==> config.mk <==
export PLATFORM = sky130hd
export DESIGN_NAME = sbus_frame_to_ppm_channels
export DESIGN_NICKNAME = d
export VERILOG_FILES = /design/src/rtl/sbus_pkg.sv /design/src/rtl/sbus_frame_to_ppm_channels.sv /design/src/rtl/sbus_ram.sv /design/src/rtl/sbus_scale.sv
export SDC_FILE = /design/constraint.sdc
export NUM_CORES = 1
export LEC_CHECK = 0
export BUFFER_PORTS_ARGS = -buffer_cell sky130_fd_sc_hd__clkbuf_2
export CAP_MARGIN = 5
export CORE_MARGIN = 8
export CORE_UTILIZATION = 35
export DETAILED_ROUTE_END_ITERATION = 7
export PLACE_DENSITY = 0.53
export SKIP_LAST_GASP = 1
export SYNTH_ARGS = -nofsm -noshare
export SYNTH_HDL_FRONTEND = slang
export SYNTH_HIERARCHICAL = 1
export SYNTH_SLANG_ARGS = --single-unit
==> constraint.sdc <==
create_clock -name clk_i -period 11.5 [get_ports clk_i]
set_input_delay 0 -clock clk_i [delete_from_list [all_inputs] [get_ports clk_i]]
set_output_delay 0 -clock clk_i [all_outputs]
set_load 0.05 [all_outputs]
==> src/rtl/sbus_pkg.sv <==
// shared types, constants and slot tables for the sbus frame decoder
package sbus_pkg;

  // frame layout
  localparam logic [4:0]  LastPos   = 5'd24;
  localparam logic [4:0]  FlagPos   = 5'd23;
  localparam logic [7:0]  StartByte = 8'h0F;
  localparam int unsigned NumSlots  = 9;
  localparam logic [3:0]  RoverSlot = 4'd8;

  // channel scaling: (x - 172) * 1000 / 1639, reciprocal pre-multiplied by 1000
  localparam logic [10:0] SbusMin    = 11'd172;
  localparam logic [31:0] ScaleMul   = 32'd2620481000;
  localparam logic [11:0] ScaleBase  = 12'd1000;
  localparam logic [11:0] PulseMin   = 12'd800;
  localparam logic [11:0] PulseMax   = 12'd2200;
  localparam logic [11:0] RoverMin   = 12'd1000;
  localparam logic [11:0] RoverMax   = 12'd2000;
  localparam logic [11:0] InvertBase = 12'd3000;
  localparam logic [11:0] Neutral    = 12'd1500;

  typedef enum logic [2:0] {
    ST_IDLE,
    ST_READ,
    ST_MUL,
    ST_SCALE,
    ST_MODE,
    ST_EMIT
  } state_e;

  typedef enum logic [2:0] {
    MODE_RC_DRIVE     = 3'd0,
    MODE_ESTOP        = 3'd1,
    MODE_AUTO_NO_HB   = 3'd2,
    MODE_SELF_DRIVE   = 3'd3,
    MODE_AUTO_TIMEOUT = 3'd4,
    MODE_RELAY        = 3'd5
  } mode_e;

  typedef enum logic [1:0] {
    EV_NONE    = 2'd0,
    EV_STOP    = 2'd1,
    EV_RESTART = 2'd2
  } ppm_event_e;

  typedef enum logic [1:0] {
    REG_EMERGENCY  = 2'd0,
    REG_AUTONOMOUS = 2'd1,
    REG_RELAY_LOW  = 2'd2,
    REG_RELAY_HIGH = 2'd3
  } reg_idx_e;

  // control from the sequencer to the scaling unit
  typedef struct packed {
    logic load;
    logic rover;
    logic invert;
  } scale_ctrl_t;

  // first frame byte holding the source channel of an output slot
  function automatic logic [4:0] slot_base(logic [3:0] slot);
    logic [4:0] b;
    case (slot)
      4'd0:    b = 5'd3;
      4'd1:    b = 5'd1;
      4'd2:    b = 5'd6;
      4'd3:    b = 5'd7;
      4'd4:    b = 5'd14;
      4'd5:    b = 5'd16;
      4'd6:    b = 5'd9;
      4'd7:    b = 5'd10;
      4'd8:    b = 5'd12;
      default: b = 5'd1;
    endcase
    return b;
  endfunction

  // bit offset of the source channel inside its first byte
  function automatic logic [2:0] slot_shift(logic [3:0] slot);
    logic [2:0] s;
    case (slot)
      4'd0:    s = 3'd6;
      4'd1:    s = 3'd0;
      4'd2:    s = 3'd4;
      4'd3:    s = 3'd7;
      4'd4:    s = 3'd6;
      4'd5:    s = 3'd1;
      4'd6:    s = 3'd2;
      4'd7:    s = 3'd5;
      4'd8:    s = 3'd0;
      default: s = 3'd0;
    endcase
    return s;
  endfunction

  // outputs driven as 3000 - v
  function automatic logic slot_inverted(logic [3:0] slot);
    logic inv;
    case (slot)
      4'd1, 4'd2, 4'd3, 4'd6, 4'd7: inv = 1'b1;
      default:                      inv = 1'b0;
    endcase
    return inv;
  endfunction

  // accepted end-of-frame bytes
  function automatic logic end_byte_ok(logic [7:0] b);
    logic ok;
    case (b) inside
      8'h00, 8'h04, 8'h14, 8'h24, 8'h34: ok = 1'b1;
      default:                          ok = 1'b0;
    endcase
    return ok;
  endfunction

endpackage

==> src/rtl/sbus_frame_to_ppm_channels.sv <==
// sbus frame decoder top level: byte assembly, decode sequencer, mode logic and result output
// each byte transaction is taken while the decoder is idle.
// a good end byte starts a decode of the nine channels, each with three ram byte reads,
// one multiply and one scale, then a mode evaluation. the nine results then leave at up to
// one per cycle while the output is ready; input is taken again after the ninth.
// reset clears the byte position, failsafe latch, sequencer and thresholds (1700/1700/1250/1750);
// the frame ram is not cleared, every byte of a frame is written before it is read.
module sbus_frame_to_ppm_channels import sbus_pkg::*; (
  input  logic        clk_i,
  input  logic        rst_ni,
  // configuration
  input  logic        cfg_we_i,
  input  logic [1:0]  cfg_idx_i,
  input  logic [11:0] cfg_wdata_i,
  // byte input
  input  logic        in_valid_i,
  output logic        in_ready_o,
  input  logic [7:0]  rx_byte_i,
  input  logic        idle_gap_i,
  input  logic        heartbeat_alive_i,
  input  logic        command_fresh_i,
  input  logic [11:0] auto_throttle_i,
  input  logic [11:0] auto_steering_i,
  // channel results
  output logic        out_valid_o,
  input  logic        out_ready_i,
  output logic [3:0]  channel_index_o,
  output logic [11:0] channel_value_o,
  output logic [2:0]  mode_o,
  output logic        link_lost_o,
  output logic        failsafe_o,
  output logic [1:0]  ppm_event_o,
  output logic        last_o
);

  state_e      state_q, state_d;
  logic [4:0]  pos_q, pos_d;
  logic [3:0]  slot_q, slot_d;
  logic [1:0]  rd_cnt_q, rd_cnt_d;
  logic [3:0]  emit_q, emit_d;
  logic [23:0] acc_q, acc_d;
  logic [7:0]  flag_byte_q, flag_byte_d;
  logic        hb_q, hb_d;
  logic        fresh_q, fresh_d;
  logic [11:0] thr_q, thr_d;
  logic [11:0] ste_q, ste_d;
  logic        fs_latched_q, fs_latched_d;
  logic [11:0] emer_thr_q, emer_thr_d;
  logic [11:0] auto_thr_q, auto_thr_d;
  logic [10:0] relay_low_q, relay_low_d;
  logic [10:0] relay_high_q, relay_high_d;
  logic [11:0] ppm_q [NumSlots];
  logic [11:0] ppm_d [NumSlots];
  mode_e       mode_q, mode_d;
  ppm_event_e  ev_q, ev_d;

  logic        out_valid_q, out_valid_d;
  logic [3:0]  out_idx_q, out_idx_d;
  logic [11:0] out_val_q, out_val_d;
  mode_e       out_mode_q, out_mode_d;
  logic        out_lost_q, out_lost_d;
  logic        out_fs_q, out_fs_d;
  ppm_event_e  out_ev_q, out_ev_d;
  logic        out_last_q, out_last_d;

  logic        accept;
  logic [4:0]  eff_pos;
  logic        store;
  logic [4:0]  raddr;
  logic [7:0]  rdata;
  logic [23:0] shifted;
  logic [10:0] raw;
  scale_ctrl_t scale_ctrl;
  logic [11:0] scale_value;
  logic        out_free;
  logic        fs_now;

  function automatic logic [11:0] clamp_pulse(logic [11:0] v);
    logic [11:0] r;
    r = (v < PulseMin) ? PulseMin : ((v > PulseMax) ? PulseMax : v);
    return r;
  endfunction

  // frame byte store
  sbus_ram #(
    .Width(8),
    .Depth(25)
  ) u_frame_ram (
    .clk_i  (clk_i),
    .we_i   (store),
    .waddr_i(eff_pos),
    .wdata_i(rx_byte_i),
    .raddr_i(raddr),
    .rdata_o(rdata)
  );

  // shared scaling unit
  sbus_scale u_scale (
    .clk_i  (clk_i),
    .ctrl_i (scale_ctrl),
    .raw_i  (raw),
    .value_o(scale_value)
  );

  // byte handshake and frame position
  always_comb begin
    in_ready_o = (state_q == ST_IDLE);
    accept     = in_valid_i && in_ready_o;
    eff_pos    = idle_gap_i ? 5'd0 : pos_q;
    store      = accept && !((eff_pos == 5'd0) && (rx_byte_i != StartByte));
    raddr      = slot_base(slot_q) + {3'b000, rd_cnt_q};
    shifted    = acc_q >> slot_shift(slot_q);
    raw        = shifted[10:0];
    out_free   = !out_valid_q || out_ready_i;
    fs_now     = flag_byte_q[3];
  end

  // configuration writes
  always_comb begin
    emer_thr_d   = emer_thr_q;
    auto_thr_d   = auto_thr_q;
    relay_low_d  = relay_low_q;
    relay_high_d = relay_high_q;
    if (cfg_we_i) begin
      case (cfg_idx_i)
        REG_EMERGENCY:  emer_thr_d   = cfg_wdata_i;
        REG_AUTONOMOUS: auto_thr_d   = cfg_wdata_i;
        REG_RELAY_LOW:  relay_low_d  = cfg_wdata_i[10:0];
        REG_RELAY_HIGH: relay_high_d = cfg_wdata_i[10:0];
        default: ;
      endcase
    end
  end

  // decode sequencer: next state and datapath control
  always_comb begin
    state_d      = state_q;
    pos_d        = pos_q;
    slot_d       = slot_q;
    rd_cnt_d     = rd_cnt_q;
    emit_d       = emit_q;
    acc_d        = acc_q;
    flag_byte_d  = flag_byte_q;
    hb_d         = hb_q;
    fresh_d      = fresh_q;
    thr_d        = thr_q;
    ste_d        = ste_q;
    fs_latched_d = fs_latched_q;
    ppm_d        = ppm_q;
    mode_d       = mode_q;
    ev_d         = ev_q;
    scale_ctrl   = '{load: 1'b0, rover: (slot_q == RoverSlot), invert: slot_inverted(slot_q)};

    out_valid_d = out_valid_q && !out_ready_i;
    out_idx_d   = out_idx_q;
    out_val_d   = out_val_q;
    out_mode_d  = out_mode_q;
    out_lost_d  = out_lost_q;
    out_fs_d    = out_fs_q;
    out_ev_d    = out_ev_q;
    out_last_d  = out_last_q;

    case (state_q)
      ST_IDLE: begin
        if (accept) begin
          hb_d    = heartbeat_alive_i;
          fresh_d = command_fresh_i;
          thr_d   = auto_throttle_i;
          ste_d   = auto_steering_i;
          if (!store) begin
            pos_d = 5'd0;
          end else if (eff_pos == LastPos) begin
            pos_d = 5'd0;
            if (end_byte_ok(rx_byte_i)) begin
              slot_d   = 4'd0;
              rd_cnt_d = 2'd0;
              state_d  = ST_READ;
            end
          end else begin
            pos_d = eff_pos + 5'd1;
          end
          if (store && (eff_pos == FlagPos)) begin
            flag_byte_d = rx_byte_i;
          end
        end
      end
      ST_READ: begin
        // three byte reads, data lands in the cycle after each address
        case (rd_cnt_q)
          2'd1:    acc_d[7:0]   = rdata;
          2'd2:    acc_d[15:8]  = rdata;
          2'd3:    acc_d[23:16] = rdata;
          default: ;
        endcase
        rd_cnt_d = rd_cnt_q + 2'd1;
        if (rd_cnt_q == 2'd3) begin
          state_d = ST_MUL;
        end
      end
      ST_MUL: begin
        scale_ctrl.load = 1'b1;
        state_d         = ST_SCALE;
      end
      ST_SCALE: begin
        ppm_d[slot_q] = scale_value;
        if (slot_q == RoverSlot) begin
          state_d = ST_MODE;
        end else begin
          slot_d   = slot_q + 4'd1;
          rd_cnt_d = 2'd0;
          state_d  = ST_READ;
        end
      end
      ST_MODE: begin
        // drive mode priority: emergency, autonomous branch, relay, manual
        if (ppm_q[2] < emer_thr_q) begin
          mode_d = MODE_ESTOP;
        end else if (ppm_q[3] > auto_thr_q) begin
          if (!hb_q) begin
            mode_d = MODE_AUTO_NO_HB;
          end else if (fresh_q) begin
            mode_d = MODE_SELF_DRIVE;
          end else begin
            mode_d = MODE_AUTO_TIMEOUT;
          end
        end else if ((ppm_q[8] > {1'b0, relay_low_q}) && (ppm_q[8] <= {1'b0, relay_high_q})) begin
          mode_d = MODE_RELAY;
        end else begin
          mode_d = MODE_RC_DRIVE;
        end
        // throttle and steering overrides
        if (mode_d == MODE_SELF_DRIVE) begin
          ppm_d[0] = clamp_pulse(thr_q);
          ppm_d[1] = clamp_pulse(ste_q);
        end else if (mode_d != MODE_RC_DRIVE) begin
          ppm_d[0] = Neutral;
          ppm_d[1] = Neutral;
        end
        // failsafe edge detection
        if (fs_now && !fs_latched_q) begin
          fs_latched_d = 1'b1;
          ev_d         = EV_STOP;
        end else if (!fs_now && fs_latched_q) begin
          fs_latched_d = 1'b0;
          ev_d         = EV_RESTART;
        end else begin
          ev_d = EV_NONE;
        end
        emit_d  = 4'd0;
        state_d = ST_EMIT;
      end
      ST_EMIT: begin
        if (out_free) begin
          out_valid_d = 1'b1;
          out_idx_d   = emit_q;
          out_val_d   = ppm_q[emit_q];
          out_mode_d  = mode_q;
          out_lost_d  = flag_byte_q[2];
          out_fs_d    = fs_now;
          out_ev_d    = ev_q;
          out_last_d  = (emit_q == RoverSlot);
          emit_d      = emit_q + 4'd1;
          if (emit_q == RoverSlot) begin
            state_d = ST_IDLE;
          end
        end
      end
      default: begin
        state_d = ST_IDLE;
      end
    endcase
  end

  // control registers
  always_ff @(posedge clk_i or negedge rst_ni) begin
    if (!rst_ni) begin
      state_q      <= ST_IDLE;
      pos_q        <= 5'd0;
      slot_q       <= 4'd0;
      rd_cnt_q     <= 2'd0;
      emit_q       <= 4'd0;
      fs_latched_q <= 1'b0;
      out_valid_q  <= 1'b0;
      emer_thr_q   <= 12'd1700;
      auto_thr_q   <= 12'd1700;
      relay_low_q  <= 11'd1250;
      relay_high_q <= 11'd1750;
    end else begin
      state_q      <= state_d;
      pos_q        <= pos_d;
      slot_q       <= slot_d;
      rd_cnt_q     <= rd_cnt_d;
      emit_q       <= emit_d;
      fs_latched_q <= fs_latched_d;
      out_valid_q  <= out_valid_d;
      emer_thr_q   <= emer_thr_d;
      auto_thr_q   <= auto_thr_d;
      relay_low_q  <= relay_low_d;
      relay_high_q <= relay_high_d;
    end
  end

  // payload registers
  always_ff @(posedge clk_i) begin
    acc_q       <= acc_d;
    flag_byte_q <= flag_byte_d;
    hb_q        <= hb_d;
    fresh_q     <= fresh_d;
    thr_q       <= thr_d;
    ste_q       <= ste_d;
    ppm_q       <= ppm_d;
    mode_q      <= mode_d;
    ev_q        <= ev_d;
    out_idx_q   <= out_idx_d;
    out_val_q   <= out_val_d;
    out_mode_q  <= out_mode_d;
    out_lost_q  <= out_lost_d;
    out_fs_q    <= out_fs_d;
    out_ev_q    <= out_ev_d;
    out_last_q  <= out_last_d;
  end

  // result ports
  assign out_valid_o     = out_valid_q;
  assign channel_index_o = out_idx_q;
  assign channel_value_o = out_val_q;
  assign mode_o          = out_mode_q;
  assign link_lost_o     = out_lost_q;
  assign failsafe_o      = out_fs_q;
  assign ppm_event_o     = out_ev_q;
  assign last_o          = out_last_q;

  // the final result of a frame always carries the rover select index
  assert property (@(posedge clk_i) disable iff (!rst_ni)
    out_valid_o && last_o |-> channel_index_o == RoverSlot)
    else $error("last result without rover select index");

  // a stop event can only go with failsafe set, a restart only with it clear
  assert property (@(posedge clk_i) disable iff (!rst_ni)
    out_valid_o && (ppm_event_o == EV_STOP) |-> failsafe_o)
    else $error("stop event without failsafe");

  assert property (@(posedge clk_i) disable iff (!rst_ni)
    out_valid_o && (ppm_event_o == EV_RESTART) |-> !failsafe_o)
    else $error("restart event with failsafe set");

  // every emitted pulse width lies in the legal range
  assert property (@(posedge clk_i) disable iff (!rst_ni)
    out_valid_o |-> (channel_value_o >= PulseMin) && (channel_value_o <= PulseMax))
    else $error("pulse width out of range");

  // the byte position stays inside the frame
  assert property (@(posedge clk_i) disable iff (!rst_ni)
    pos_q <= LastPos)
    else $error("byte position past end of frame");

  // mode evaluation only follows the rover select channel
  assert property (@(posedge clk_i) disable iff (!rst_ni)
    state_q == ST_MODE |-> $past(state_q) == ST_SCALE && slot_q == RoverSlot)
    else $error("mode evaluated before all channels scaled");

endmodule

==> src/rtl/sbus_ram.sv <==
// generic single write, single read ram with registered read data
module sbus_ram #(
  parameter int unsigned Width = 8,
  parameter int unsigned Depth = 25,
  localparam int unsigned AddrW = (Depth > 1) ? $clog2(Depth) : 1
) (
  input  logic             clk_i,
  input  logic             we_i,
  input  logic [AddrW-1:0] waddr_i,
  input  logic [Width-1:0] wdata_i,
  input  logic [AddrW-1:0] raddr_i,
  output logic [Width-1:0] rdata_o
);

  logic [Width-1:0] mem_q [Depth];
  logic [Width-1:0] rdata_q;

  // write port
  always_ff @(posedge clk_i) begin
    if (we_i) begin
      mem_q[waddr_i] <= wdata_i;
    end
  end

  // registered read port
  always_ff @(posedge clk_i) begin
    rdata_q <= mem_q[raddr_i];
  end

  assign rdata_o = rdata_q;

endmodule

==> src/rtl/sbus_scale.sv <==
// shared channel scaling unit: reciprocal multiply, then offset, clamp and inversion
module sbus_scale import sbus_pkg::*; (
  input  logic        clk_i,
  input  scale_ctrl_t ctrl_i,
  input  logic [10:0] raw_i,
  output logic [11:0] value_o
);

  logic [11:0] diff;
  logic [11:0] mag_full;
  logic [42:0] prod;
  logic [10:0] quot_q, quot_d;
  logic        neg_q, neg_d;
  logic [11:0] sum;
  logic [11:0] lo, hi;
  logic [11:0] clamped;

  // signed distance from the sbus minimum and its magnitude
  always_comb begin
    diff     = {1'b0, raw_i} - {1'b0, SbusMin};
    mag_full = diff[11] ? (12'd0 - diff) : diff;
    prod     = 43'(mag_full[10:0]) * 43'(ScaleMul);
    quot_d   = prod[42:32];
    neg_d    = diff[11];
  end

  // product register
  always_ff @(posedge clk_i) begin
    if (ctrl_i.load) begin
      quot_q <= quot_d;
      neg_q  <= neg_d;
    end
  end

  // truncation toward zero, offset, clamp and inversion
  always_comb begin
    sum     = neg_q ? (ScaleBase - {1'b0, quot_q}) : (ScaleBase + {1'b0, quot_q});
    lo      = ctrl_i.rover ? RoverMin : PulseMin;
    hi      = ctrl_i.rover ? RoverMax : PulseMax;
    clamped = (sum < lo) ? lo : ((sum > hi) ? hi : sum);
    value_o = ctrl_i.invert ? (InvertBase - clamped) : clamped;
  end

endmodule

==> summary.md <==
| Metric | Value |
|---|---|
| Sink Count | 469 |
| Pre-Repair DR Iteration Count | 5 |
| Hold slack | 0.0234 ns |
| Slew @ Worst Pin | 1.18 ns |
| Slew Limit Fails | 0 |
| Vias | 17600 |
| GRT Total Usage | 15.7% |
| Final clock skew | 0.0470 ns |
| Fmax | 96.6 MHz |
| Fin. Hold Viols | 0 |
| Initial Util | 35.2% |
| Worst EP arrival | 10.66 ns |
| Number of synthesized flops with an enable pin | 395 |
| Yosys cell types | 103 |
| Routed vias/inst | 5.17 |
| Final GP Congestion | 0.926 |
| Tcrit/Tclk final | 90.0% |
| Post-synth ARST share | 14.1% |
| RR Startpoint | slot_q[0] |
| Worst hold path class | primary input to flip-flop |
| Clock Latency Late Sink | 0.62 ns |
| Critical path endpoint category | flip-flop |
| Fin Setup TNS | 0 ns |
| Final wirelength | 68800 microns |
| Die Area | 86800 sq um |
| Outcome | completed |
| Endpoints failing setup | 0 |
| Worst path max stage delay | 0.74 ns |
| First-pass GRT wire length | 107000 microns |
| DR iter-0 viols | 1156 |
| Initial antenna violation count | 0 |
| CP max-delay cell | a211oi_4 |
| CP delay by family, top | adder cells |
| Mean Syn Cell Area | 12.5 sq um |
| Worst-path fanout max | 17 |
| Seq/Total Area, Yosys | 50.4% |
| TritonCTS clock tree | built |
| Clk pin slew, worst setup/hold paths | 0.06 ns |
| ANT nets after route | 0 |
| Proportion of layout cells with a drive suffix above 1 | 14.1% |
| Row count | 102 |
| Post-CTS Setup Bufs | 0 |
| HPWL Detailed | 51100 microns |
| Final Net Count | 2667 |
| Hold path start | rx_byte_i[6] |
| RSZ-0062 raised after global routing | no |
| CP Class | flip-flop to flip-flop |
| I/O pins | 80 |
| CP Launch Type | flip-flop |
| DRC viols | 0 |
| Seq cells post-synth | 469 |
| Slew HR | 20.7% |
| Mapped cell area | 27200 sq um |
| Buf/Inv on CP | 5 |
| Minimum clock period | 10.35 ns |
| FILL cells | 7258 |
| Die Ht | 295 microns |
| WL per Instance | 20.2 microns |
| Post-Synthesis Cells | 2173 |
| Number of global-route vias before repair | 18400 |
| PortBufs | 79 |
| Layout area overhead | 14.2% |
| Worst EP required | 11.81 ns |
| Post-synth top flop | edfxtp_1 |
| Pin count of the biggest net entering global routing | 67 |
| Clk root buf | clkbuf_16 |
| Core ar. | 77200 sq um |
| Max Root-Sink Buffers | 3 |
| Max_cap viols | 0 |
| CP startpoint | slot_q[0] |
| Die W | 295 microns |
| Gr ovfl total | 0 |
| Synth Warn # | 6 |
| Htree depth | 2 |
| Syn_nets | 2511 |
| CTS Buf Count | 51 |
[Yosys cell counts (all sizes together) (20+ instances only)]
master	count	area [sq um]
nand2	138	526
nand3	47	235
mux2i	96	961
mux2	43	488
a22oi	20	150
fa	91	1820
dfstp	22	578
o21ai	84	428
mux4	46	1050
inv	272	1020
nor2	113	447
a211oi	29	230
nor3	30	161
a21o	32	241
xnor2	33	297
ha	193	2410
a21oi	98	502
clkbuf	32	149
buf	38	245
edfxtp	395	11900
dfrtp	44	1100
[per-layer routing]
layer | GRT usage [%] | routed length, microns | vias up
li1 | - | - | 8237
met4 | 4.43 | 1830 | 0
met3 | 2.01 | 3010 | 105
met5 | 0 | 0 | -
met2 | 28.1 | 34800 | 444
met1 | 19.8 | 29100 | 8846
[placed cells by master (no fill, tap or decap), types with 16 or more instances in the layout]
master	count
dfstp_2	22
xnor2_1	31
nor2_1	108
dfrtp_1	43
clkbuf_16	52
edfxtp_1	395
o21ai_0	81
ha_1	192
nor3_1	29
nand2b_1	17
a22oi_1	20
buf_4	23
nand3_1	47
nand4_1	16
nand2_1	137
fa_1	91
mux4_2	43
inv_1	272
a21o_1	31
clkbuf_2	78
mux2i_1	96
mux2_2	42
a21oi_1	97
a211oi_1	28
dlygate4sd3_1	71
nor2b_1	17
[metrics by stage]
step	instances	instance area, sq um	setup WS (ns)	util [%]
3_3_place_gp	3244	28700	1.51	37.2
6_report	3412	31000	1.15	40.2
3_5_place_dp	3244	28700	1.18	37.2
2_1_floorplan	2173	27200	2.94	-
5_1_grt	3411	31000	0.457	40.2
4_1_cts	3410	31000	1.06	40.2
[state kept, by name, indices dropped and copies added, names as in the netlist, 2 cells and up]
signal	count
u_scale/quot_q	11
channel_value_o	12
ppm_q	108
rd_cnt_q	2
relay_low_q	11
u_frame_ram/rdata_o	8
pos_q	5
u_frame_ram/mem_q	200
channel_index_o	4
acc_q	18
relay_high_q	11
emer_thr_q	12
ppm_event_o	2
slot_q	4
thr_q	12
mode_q	3
ste_q	12
mode_o	3
ev_q	2
flag_byte_q	2
state_q	3
emit_q	4
auto_thr_q	12
[worst register-to-register path, delay by kind of cell, from the launching register on]
kind	cells	cell delay, ns
buffers and inverters	5	0.59
AO/OA/AOI/OAI	8	2.77
AND/OR/NAND/NOR	8	1.33
flip-flops	1	0.49
adder cells (fa/ha/maj)	7	3.25
XOR/XNOR	1	0.68
multiplexers	2	0.91
[logic make-up (layout without fill, tap and decap cells)]
group,count (synthesis),in the layout,synth area share (%)
buffers and inverters,345,543,5.25
adder cells (fa/ha/maj),284,284,15.6
multiplexers,185,185,9.18
flip-flops,469,469,50.4
other,0,1,0
XOR/XNOR,43,43,1.41
AO/OA/AOI/OAI,384,384,9.63
AND/OR/NAND/NOR,463,463,8.53
[final timing paths]
| check | endpoint | slack (ns) | cells after the start |
|---|---|---|---|
| min reg2reg | acc_q[10] | 0.41 | 0 |
| min in group asynchronous | emit_q[3] | 0.08 | 2 |
| max | u_scale/quot_q[9] | 1.15 | 31 |
| min | u_frame_ram/mem_q[20][6] | 0.02 | 1 |
| max in group asynchronous | emit_q[0] | 10.73 | 2 |
| max reg2reg | u_scale/quot_q[9] | 1.15 | 31 |
[final cells by class]
| cell class | count | area, sq um | area share [%] |
|---|---|---|---|
| timing repair buffer | 173 | 1280 | 4.12 |
| antenna | 1 | 2.50 | 0.00806 |
| clock buffer | 62 | 1340 | 4.31 |
| clock inverter | 33 | 305 | 0.983 |
| multi-input combinational | 1359 | 12100 | 38.9 |
| inverter | 275 | 1030 | 3.32 |
| tap | 1040 | 1300 | 4.19 |
| sequential | 469 | 13700 | 44.1 |
[repair_timing]
| item | CTS | global route |
|---|---|---|
| setup endpoints to repair | 0 | 0 |
| endpoints found under the hold margin | 315 | 0 |
| hold buffers | 71 | 0 |
| resized for setup | 0 | 0 |
Power is not shown: default switching activity piles up to over one toggle a cycle in this logic, so the estimate is an artifact.
